[config.mk]
export PLATFORM = sky130hd
export DESIGN_NAME = gf32_polynomial_evaluator_unit_flat
export DESIGN_NICKNAME = d
export VERILOG_FILES = /design/src/rtl/gf32pe_pkg.sv /design/src/rtl/gf32pe_if.sv /design/src/rtl/gf32_polynomial_evaluator_unit.sv /design/src/flat_wrapper.sv
export SDC_FILE = /design/constraint.sdc
export NUM_CORES = 2
export LEC_CHECK = 0
export ABC_AREA = 1
export BUFFER_PORTS_ARGS = -buffer_cell sky130_fd_sc_hd__buf_2
export CELL_PAD_IN_SITES_DETAIL_PLACEMENT = 1
export CELL_PAD_IN_SITES_GLOBAL_PLACEMENT = 1
export CORE_MARGIN = 8
export CORE_UTILIZATION = 50
export CTS_CLUSTER_SIZE = 24
export DETAILED_ROUTE_END_ITERATION = 10
export GPL_TIMING_DRIVEN = 1
export PLACE_DENSITY_LB_ADDON = 0.1
export SETUP_SLACK_MARGIN = 0.05
export SYNTH_ARGS = -nofsm -noshare
export SYNTH_HDL_FRONTEND = slang
export SYNTH_SLANG_ARGS = --single-unit
[constraint.sdc]
create_clock -name clk -period 7.3 [get_ports clk]
set_clock_uncertainty 0.2 [all_clocks]
set_input_delay 0.365 -clock clk [delete_from_list [all_inputs] [get_ports clk]]
set_output_delay 0.365 -clock clk [all_outputs]
set_load 0.05 [all_outputs]
[src/rtl/gf32pe_pkg.sv]
package gf32pe_pkg;

	localparam int DATA_W      = 32;
	localparam int COEF_COUNT  = 8;
	localparam int DEGREE      = 7;
	localparam int DEGREE_USED = (DEGREE < 1) ? 1 :
		((DEGREE > COEF_COUNT - 1) ? COEF_COUNT - 1 : DEGREE);
	localparam int COEF_IDX_W  = $clog2(COEF_COUNT);
	localparam int CFG_INDEX_W = COEF_IDX_W + 1;

	// x^32 + x^7 + x^3 + x^2 + 1, the part below x^32
	localparam logic [7:0] RED_POLY_LOW = 8'h8D;

	typedef enum logic [0:0] {
		ST_IDLE,
		ST_RUN
	} state_t;

	function automatic logic [DATA_W-1:0] gf_mul(input logic [DATA_W-1:0] a,
		input logic [DATA_W-1:0] b);
		logic [2*DATA_W-2:0] prod;
		logic [DATA_W+5:0]   fold1;
		logic [DATA_W-1:0]   fold2;
		prod = '0;
		for (int i = 0; i < DATA_W; i++) begin
			if (b[i])
				prod = prod ^ ((2*DATA_W-1)'(a) << i);
		end
		fold1 = {6'd0, prod[DATA_W-1:0]};
		for (int i = 0; i < 8; i++) begin
			if (RED_POLY_LOW[i])
				fold1 = fold1 ^ ((DATA_W+6)'(prod[2*DATA_W-2:DATA_W]) << i);
		end
		fold2 = fold1[DATA_W-1:0];
		for (int i = 0; i < 8; i++) begin
			if (RED_POLY_LOW[i])
				fold2 = fold2 ^ (DATA_W'(fold1[DATA_W+5:DATA_W]) << i);
		end
		return fold2;
	endfunction

endpackage

[src/rtl/gf32pe_if.sv]
interface gf32pe_in_if import gf32pe_pkg::*; ();
	logic              valid;
	logic              ready;
	logic [DATA_W-1:0] point;
	logic              restart;

	modport source (output valid, output point, output restart, input ready);
	modport sink (input valid, input point, input restart, output ready);
endinterface

interface gf32pe_out_if import gf32pe_pkg::*; ();
	logic              valid;
	logic              ready;
	logic [DATA_W-1:0] value;
	logic [DATA_W-1:0] running_xor;

	modport source (output valid, output value, output running_xor, input ready);
	modport sink (input valid, input value, input running_xor, output ready);
endinterface

[src/rtl/gf32_polynomial_evaluator_unit.sv]
// Polynomial evaluator over GF(2^32), reduction polynomial 0x10000008D.
// Input channel in_ch carries a point x and a restart flag; output channel
// out_ch carries f(x) and the running xor of all f(x) since reset or since
// the last word with restart set. One result word per input word.
// Coefficients coef_0..coef_7 are written through cfg_we/cfg_index/cfg_data;
// indexes beyond 7 are ignored. The user must write them only while the
// block is idle; the block itself does not enforce this. Evaluation uses
// Horner's rule on one shared combinational GF multiplier: the accepting
// cycle loads the top coefficient, then DEGREE (7) steps each do one
// multiply-and-add. A new word is taken only after the last step; in_ch.ready
// is high only while the sequencer is idle.
// The result sits in an output register, so the next word is accepted while
// a result waits. If the receiver stalls, the next evaluation holds its last
// step until the output register is free.
// Reset clears the coefficients, the running xor and all handshake state.
module gf32_polynomial_evaluator_unit import gf32pe_pkg::*; (
	input  logic                   clk,
	input  logic                   arst_n,
	input  logic                   cfg_we,
	input  logic [CFG_INDEX_W-1:0] cfg_index,
	input  logic [DATA_W-1:0]      cfg_data,
	gf32pe_in_if.sink              in_ch,
	gf32pe_out_if.source           out_ch
);

	logic [DATA_W-1:0]     coef_q [COEF_COUNT];
	state_t                state_q, state_d;
	logic [COEF_IDX_W-1:0] step_q;
	logic [DATA_W-1:0]     acc_q;
	logic [DATA_W-1:0]     point_q;
	logic                  restart_q;
	logic [DATA_W-1:0]     value_q;
	logic [DATA_W-1:0]     running_q;
	logic                  out_valid_q;
	logic [DATA_W-1:0]     step_res;
	logic                  load;
	logic                  advance;
	logic                  finish;

	assign step_res = gf_mul(acc_q, point_q) ^ coef_q[step_q];

	always_comb begin
		state_d = state_q;
		unique case (state_q)
			ST_IDLE: begin
				if (in_ch.valid)
					state_d = ST_RUN;
			end
			ST_RUN: begin
				if (finish)
					state_d = ST_IDLE;
			end
			default: state_d = ST_IDLE;
		endcase
	end

	always_comb begin
		in_ch.ready = 1'b0;
		load        = 1'b0;
		advance     = 1'b0;
		finish      = 1'b0;
		unique case (state_q)
			ST_IDLE: begin
				in_ch.ready = 1'b1;
				load        = in_ch.valid;
			end
			ST_RUN: begin
				advance = (step_q != '0);
				finish  = (step_q == '0) && (!out_valid_q || out_ch.ready);
			end
			default: ;
		endcase
	end

	always_ff @(posedge clk or negedge arst_n) begin
		if (!arst_n) begin
			for (int i = 0; i < COEF_COUNT; i++)
				coef_q[i] <= '0;
		end else if (cfg_we && (cfg_index < CFG_INDEX_W'(COEF_COUNT))) begin
			coef_q[cfg_index[COEF_IDX_W-1:0]] <= cfg_data;
		end
	end

	always_ff @(posedge clk or negedge arst_n) begin
		if (!arst_n) begin
			state_q     <= ST_IDLE;
			step_q      <= '0;
			out_valid_q <= 1'b0;
			running_q   <= '0;
		end else begin
			state_q <= state_d;
			if (load)
				step_q <= COEF_IDX_W'(DEGREE_USED - 1);
			else if (advance)
				step_q <= step_q - 1'b1;
			if (finish) begin
				out_valid_q <= 1'b1;
				running_q   <= (restart_q ? '0 : running_q) ^ step_res;
			end else if (out_ch.ready) begin
				out_valid_q <= 1'b0;
			end
		end
	end

	always_ff @(posedge clk) begin
		if (load) begin
			acc_q     <= coef_q[DEGREE_USED];
			point_q   <= in_ch.point;
			restart_q <= in_ch.restart;
		end else if (advance) begin
			acc_q <= step_res;
		end
		if (finish)
			value_q <= step_res;
	end

	assign out_ch.valid       = out_valid_q;
	assign out_ch.value       = value_q;
	assign out_ch.running_xor = running_q;

	a_accept_starts_run: assert property (@(posedge clk) disable iff (!arst_n)
		(in_ch.valid && in_ch.ready) |=> (state_q == ST_RUN))
		else $error("accepted word did not start evaluation");

	a_no_overwrite: assert property (@(posedge clk) disable iff (!arst_n)
		(out_valid_q && !out_ch.ready) |-> !finish)
		else $error("pending result overwritten");

	a_result_from_run: assert property (@(posedge clk) disable iff (!arst_n)
		$rose(out_valid_q) |-> ($past(state_q) == ST_RUN))
		else $error("result raised outside evaluation");

	a_running_xor: assert property (@(posedge clk) disable iff (!arst_n)
		finish |=> (out_ch.running_xor ==
			(($past(restart_q) ? '0 : $past(running_q)) ^ out_ch.value)))
		else $error("running xor mismatch");

endmodule
[src/flat_wrapper.sv]
// flat-port wrapper written by rule: the top's interface ports become plain ports
module gf32_polynomial_evaluator_unit_flat import gf32pe_pkg::*;
  (clk, arst_n, cfg_we, cfg_index, cfg_data, in_ch_valid, in_ch_point, in_ch_restart, in_ch_ready, out_ch_valid, out_ch_value, out_ch_running_xor, out_ch_ready);
  gf32pe_in_if in_ch_i ();
  gf32pe_out_if out_ch_i ();
  input  logic clk;
  input  logic arst_n;
  input  logic cfg_we;
  input  logic [CFG_INDEX_W-1:0] cfg_index;
  input  logic [DATA_W-1:0] cfg_data;
  input wire logic [$bits(in_ch_i.valid)-1:0] in_ch_valid;
  input wire logic [$bits(in_ch_i.point)-1:0] in_ch_point;
  input wire logic [$bits(in_ch_i.restart)-1:0] in_ch_restart;
  output wire logic [$bits(in_ch_i.ready)-1:0] in_ch_ready;
  output wire logic [$bits(out_ch_i.valid)-1:0] out_ch_valid;
  output wire logic [$bits(out_ch_i.value)-1:0] out_ch_value;
  output wire logic [$bits(out_ch_i.running_xor)-1:0] out_ch_running_xor;
  input wire logic [$bits(out_ch_i.ready)-1:0] out_ch_ready;
  assign in_ch_i.valid = in_ch_valid;
  assign in_ch_i.point = in_ch_point;
  assign in_ch_i.restart = in_ch_restart;
  assign in_ch_ready = in_ch_i.ready;
  assign out_ch_valid = out_ch_i.valid;
  assign out_ch_value = out_ch_i.value;
  assign out_ch_running_xor = out_ch_i.running_xor;
  assign out_ch_i.ready = out_ch_ready;
  gf32_polynomial_evaluator_unit u_core (.clk(clk), .arst_n(arst_n), .cfg_we(cfg_we), .cfg_index(cfg_index), .cfg_data(cfg_data), .in_ch(in_ch_i), .out_ch(out_ch_i));
endmodule
==> flow_summary.json <==
{
  "final_common_cell": "nand2_1",
  "routed_via_density": 5.79,
  "cts-root-buf": "clkbuf_16",
  "slew_violations": 0,
  "wl_met2_mm": 65.4,
  "period_minus_slack_ns": 4.34,
  "hold_viol": 0,
  "synth_area_leaders": "nand2_1 (23%), dfrtp_1 (21%), xnor2_1 (15%)",
  "track_usage_pct": 36.0,
  "ioPinCount": 140,
  "cts.path.max_buffers": 3,
  "path_cells": "buf_4 -> nand2_1 -> xnor2_1 -> xnor2_1 -> xor2_1 -> xor2_1 -> xor2_1 -> xnor2_1 -> nand2_1 -> and2_4 -> nand2_1 -> o21ai_1",
  "synth_area_mm2": 0.0343,
  "antenna_found_initial": 2,
  "slew_headroom_pct": 20.6,
  "status": "complete, no violations",
  "first_pass_iters": 6,
  "initial_core_util_pct": 50.2,
  "clk_pin_slew_worst_paths_ns": 0.07,
  "critPathTopFamily": "XOR/XNOR gates",
  "start_kind": "register",
  "fin_cells": 5936,
  "cts_tree": "yes",
  "postCtsHoldBufs": 68,
  "gp_congestion": 0.920,
  "max_stage_delay_ns": 1.08,
  "hp-class": "input pin to async pin",
  "dr_wl_met3_mm": 11.9,
  "placed_cells": 5789,
  "seq_area_frac_synth_pct": 29.8,
  "area_growth_pct": 8.41,
  "drt-wirelength-per-cell_um": 24.0,
  "gr-total-overflow": 0,
  "die_y_um": 278,
  "rsz0062_at_grt": "false",
  "vias": 34400,
  "syn_avg_cell_area_um2": 6.88,
  "tns_ns": 0,
  "dpl-instance-area_mm2": 0.0352,
  "required_ns": 7.38,
  "cp_data_arrival_time_ns": 4.42,
  "routed_wirelength_mm": 143,
  "io_buffer_count": 139,
  "worst_slew_pin_slew_ns": 1.19,
  "period_share_pct": 59.5,
  "crit_buf_inv": 1,
  "ff2ff_path_depth": 12,
  "async_flop_share_pct": 75.1,
  "ys_seq_elements": 390,
  "layout_common_cells": "nand2_1 (2,091), xnor2_1 (570), inv_1 (398), xor2_1 (348), o21ai_0 (334)",
  "wl_met1_mm": 55.6,
  "synth_nets": 5067,
  "hpwl_mm": 88.9,
  "final_area_mm2": 0.0372,
  "cts_resized": 0,
  "cp_slowest_cell": "edfxtp_1",
  "synth_edf_count": 97,
  "grt_pass1_vias": 35400,
  "place_worst_setup_slack_ns": 3.20,
  "synth.top_cell.area_share_pct": 22.9,
  "crit_type": "register to register",
  "die_area_mm2": 0.0773,
  "numCtsBuffers": 43,
  "yosysWarnings": 0,
  "cp-end-kind": "register",
  "timing.max_cap.violations": 0,
  "n_fill_cell": 9045,
  "synthCells": 4991,
  "layout_setup_ws_ns": 2.96,
  "die_w_um": 278,
  "design.final.nets": 5096,
  "finalSetupViolCount": 0,
  "remaining_drc_errors": 0,
  "fmax_ghz": 0.230,
  "crit_cells": 12,
  "dr.first_iter.drc_count": 3127,
  "clk_latency_ns": 0.58,
  "clkSinkCount": 390,
  "yosysTopAreaCell": "nand2_1",
  "ys_types": 46,
  "critical_path.max_fanout": 19,
  "ys.flop_type": "dfrtp_1",
  "postCtsSetupBuffers": 0,
  "top_layer_used": "met5",
  "layout-drive-gt1-share_pct": 7.20,
  "h-tree-depth": 2,
  "grt_max_degree": 138,
  "grt_pass1_wl_mm": 216,
  "row_count": 96,
  "design.core.area_mm2": 0.0683,
  "route.antenna.remaining_nets": 0
}
## layer usage
| metal | up-vias | GRT usage [%] |
|---|---|---|
| met5 | - | 0 |
| met4 | 2 | 21.4 |
| met3 | 491 | 5.76 |
| met2 | 1571 | 59.3 |
| met1 | 17000 | 44.4 |
| li1 | 15300 | - |
## synth_stat cells (4+ instances only)
master    instances
and2_4            5
buf_6            20
xnor2_1         570
buf_2           115
clkbuf_1         91
xnor3_1           5
nand3b_1         41
xnor2_2           9
edfxtp_1         97
nor2_1           66
a21oi_1         101
xor2_2            5
inv_1           399
dfrtp_1         293
o21ai_1          10
mux2i_1           4
o21ai_0         334
nand2_2          21
and2_1            5
o211ai_1         16
nand2_1        2093
a221oi_1          8
nand3_1         173
xor2_1          348
buf_1            19
buf_4            69
a31oi_1          15
nand2_4           4
nand4_1          24
## cell families after synthesis
kind of cell / share of synthesized area (%)
multiplexers: 0.117
XOR/XNOR: 24.6
flip-flops: 29.8
AND/OR/NAND/NOR: 28.5
buffers and inverters: 9.46
adder cells (fa/ha/maj): 0.0729
AO/OA/AOI/OAI: 7.49
## metrics by stage
stage | hold WS (ns) | utilization, %
4_1_cts | 0.246 | 54.5
5_1_grt | 0.275 | 54.5
2_1_floorplan | -0.131 | -
3_3_place_gp | 0.259 | 51.5
6_report | 0.215 | 54.5
3_5_place_dp | 0.240 | 51.5
## final cells by class
type	count	area (um^2)	area share, %
diodes	1	2.50	0.00672
clock buffers	65	1290	3.47
clock inverters	13	72.6	0.195
inverters	403	1520	4.07
multi-input cells	3883	20900	56.1
flip-flops and latches	390	10200	27.5
well taps	882	1100	2.96
repair buffers	299	2090	5.61
## registers in the layout (all words and copies together), names as in the netlist
| name | count |
|---|---|
| u_core.state_q | 1 |
| u_core.coef_q | 256 |
| u_core.out_ch.valid | 1 |
| u_core.acc_q | 32 |
| u_core.step_q | 3 |
| u_core.out_ch.value | 32 |
| u_core.point_q | 32 |
| u_core.out_ch.running_xor | 32 |
| u_core.restart_q | 1 |
## final timing paths
check                                   start                 end  slack (ns)
max                         u_core.point_q[0]    u_core.acc_q[26]        2.96
min                                    arst_n   u_core.coef_q[91]        0.21
max reg2reg                 u_core.point_q[0]    u_core.acc_q[26]        2.96
min reg2reg                u_core.coef_q[207]  u_core.coef_q[207]        0.28
max in group asynchronous              arst_n    u_core.step_q[1]        5.24
min in group clk           u_core.coef_q[207]  u_core.coef_q[207]        0.28
Power is left out: the tool's default activity adds up to more than one toggle a clock period on the data nets, which glitch-free logic cannot reach.
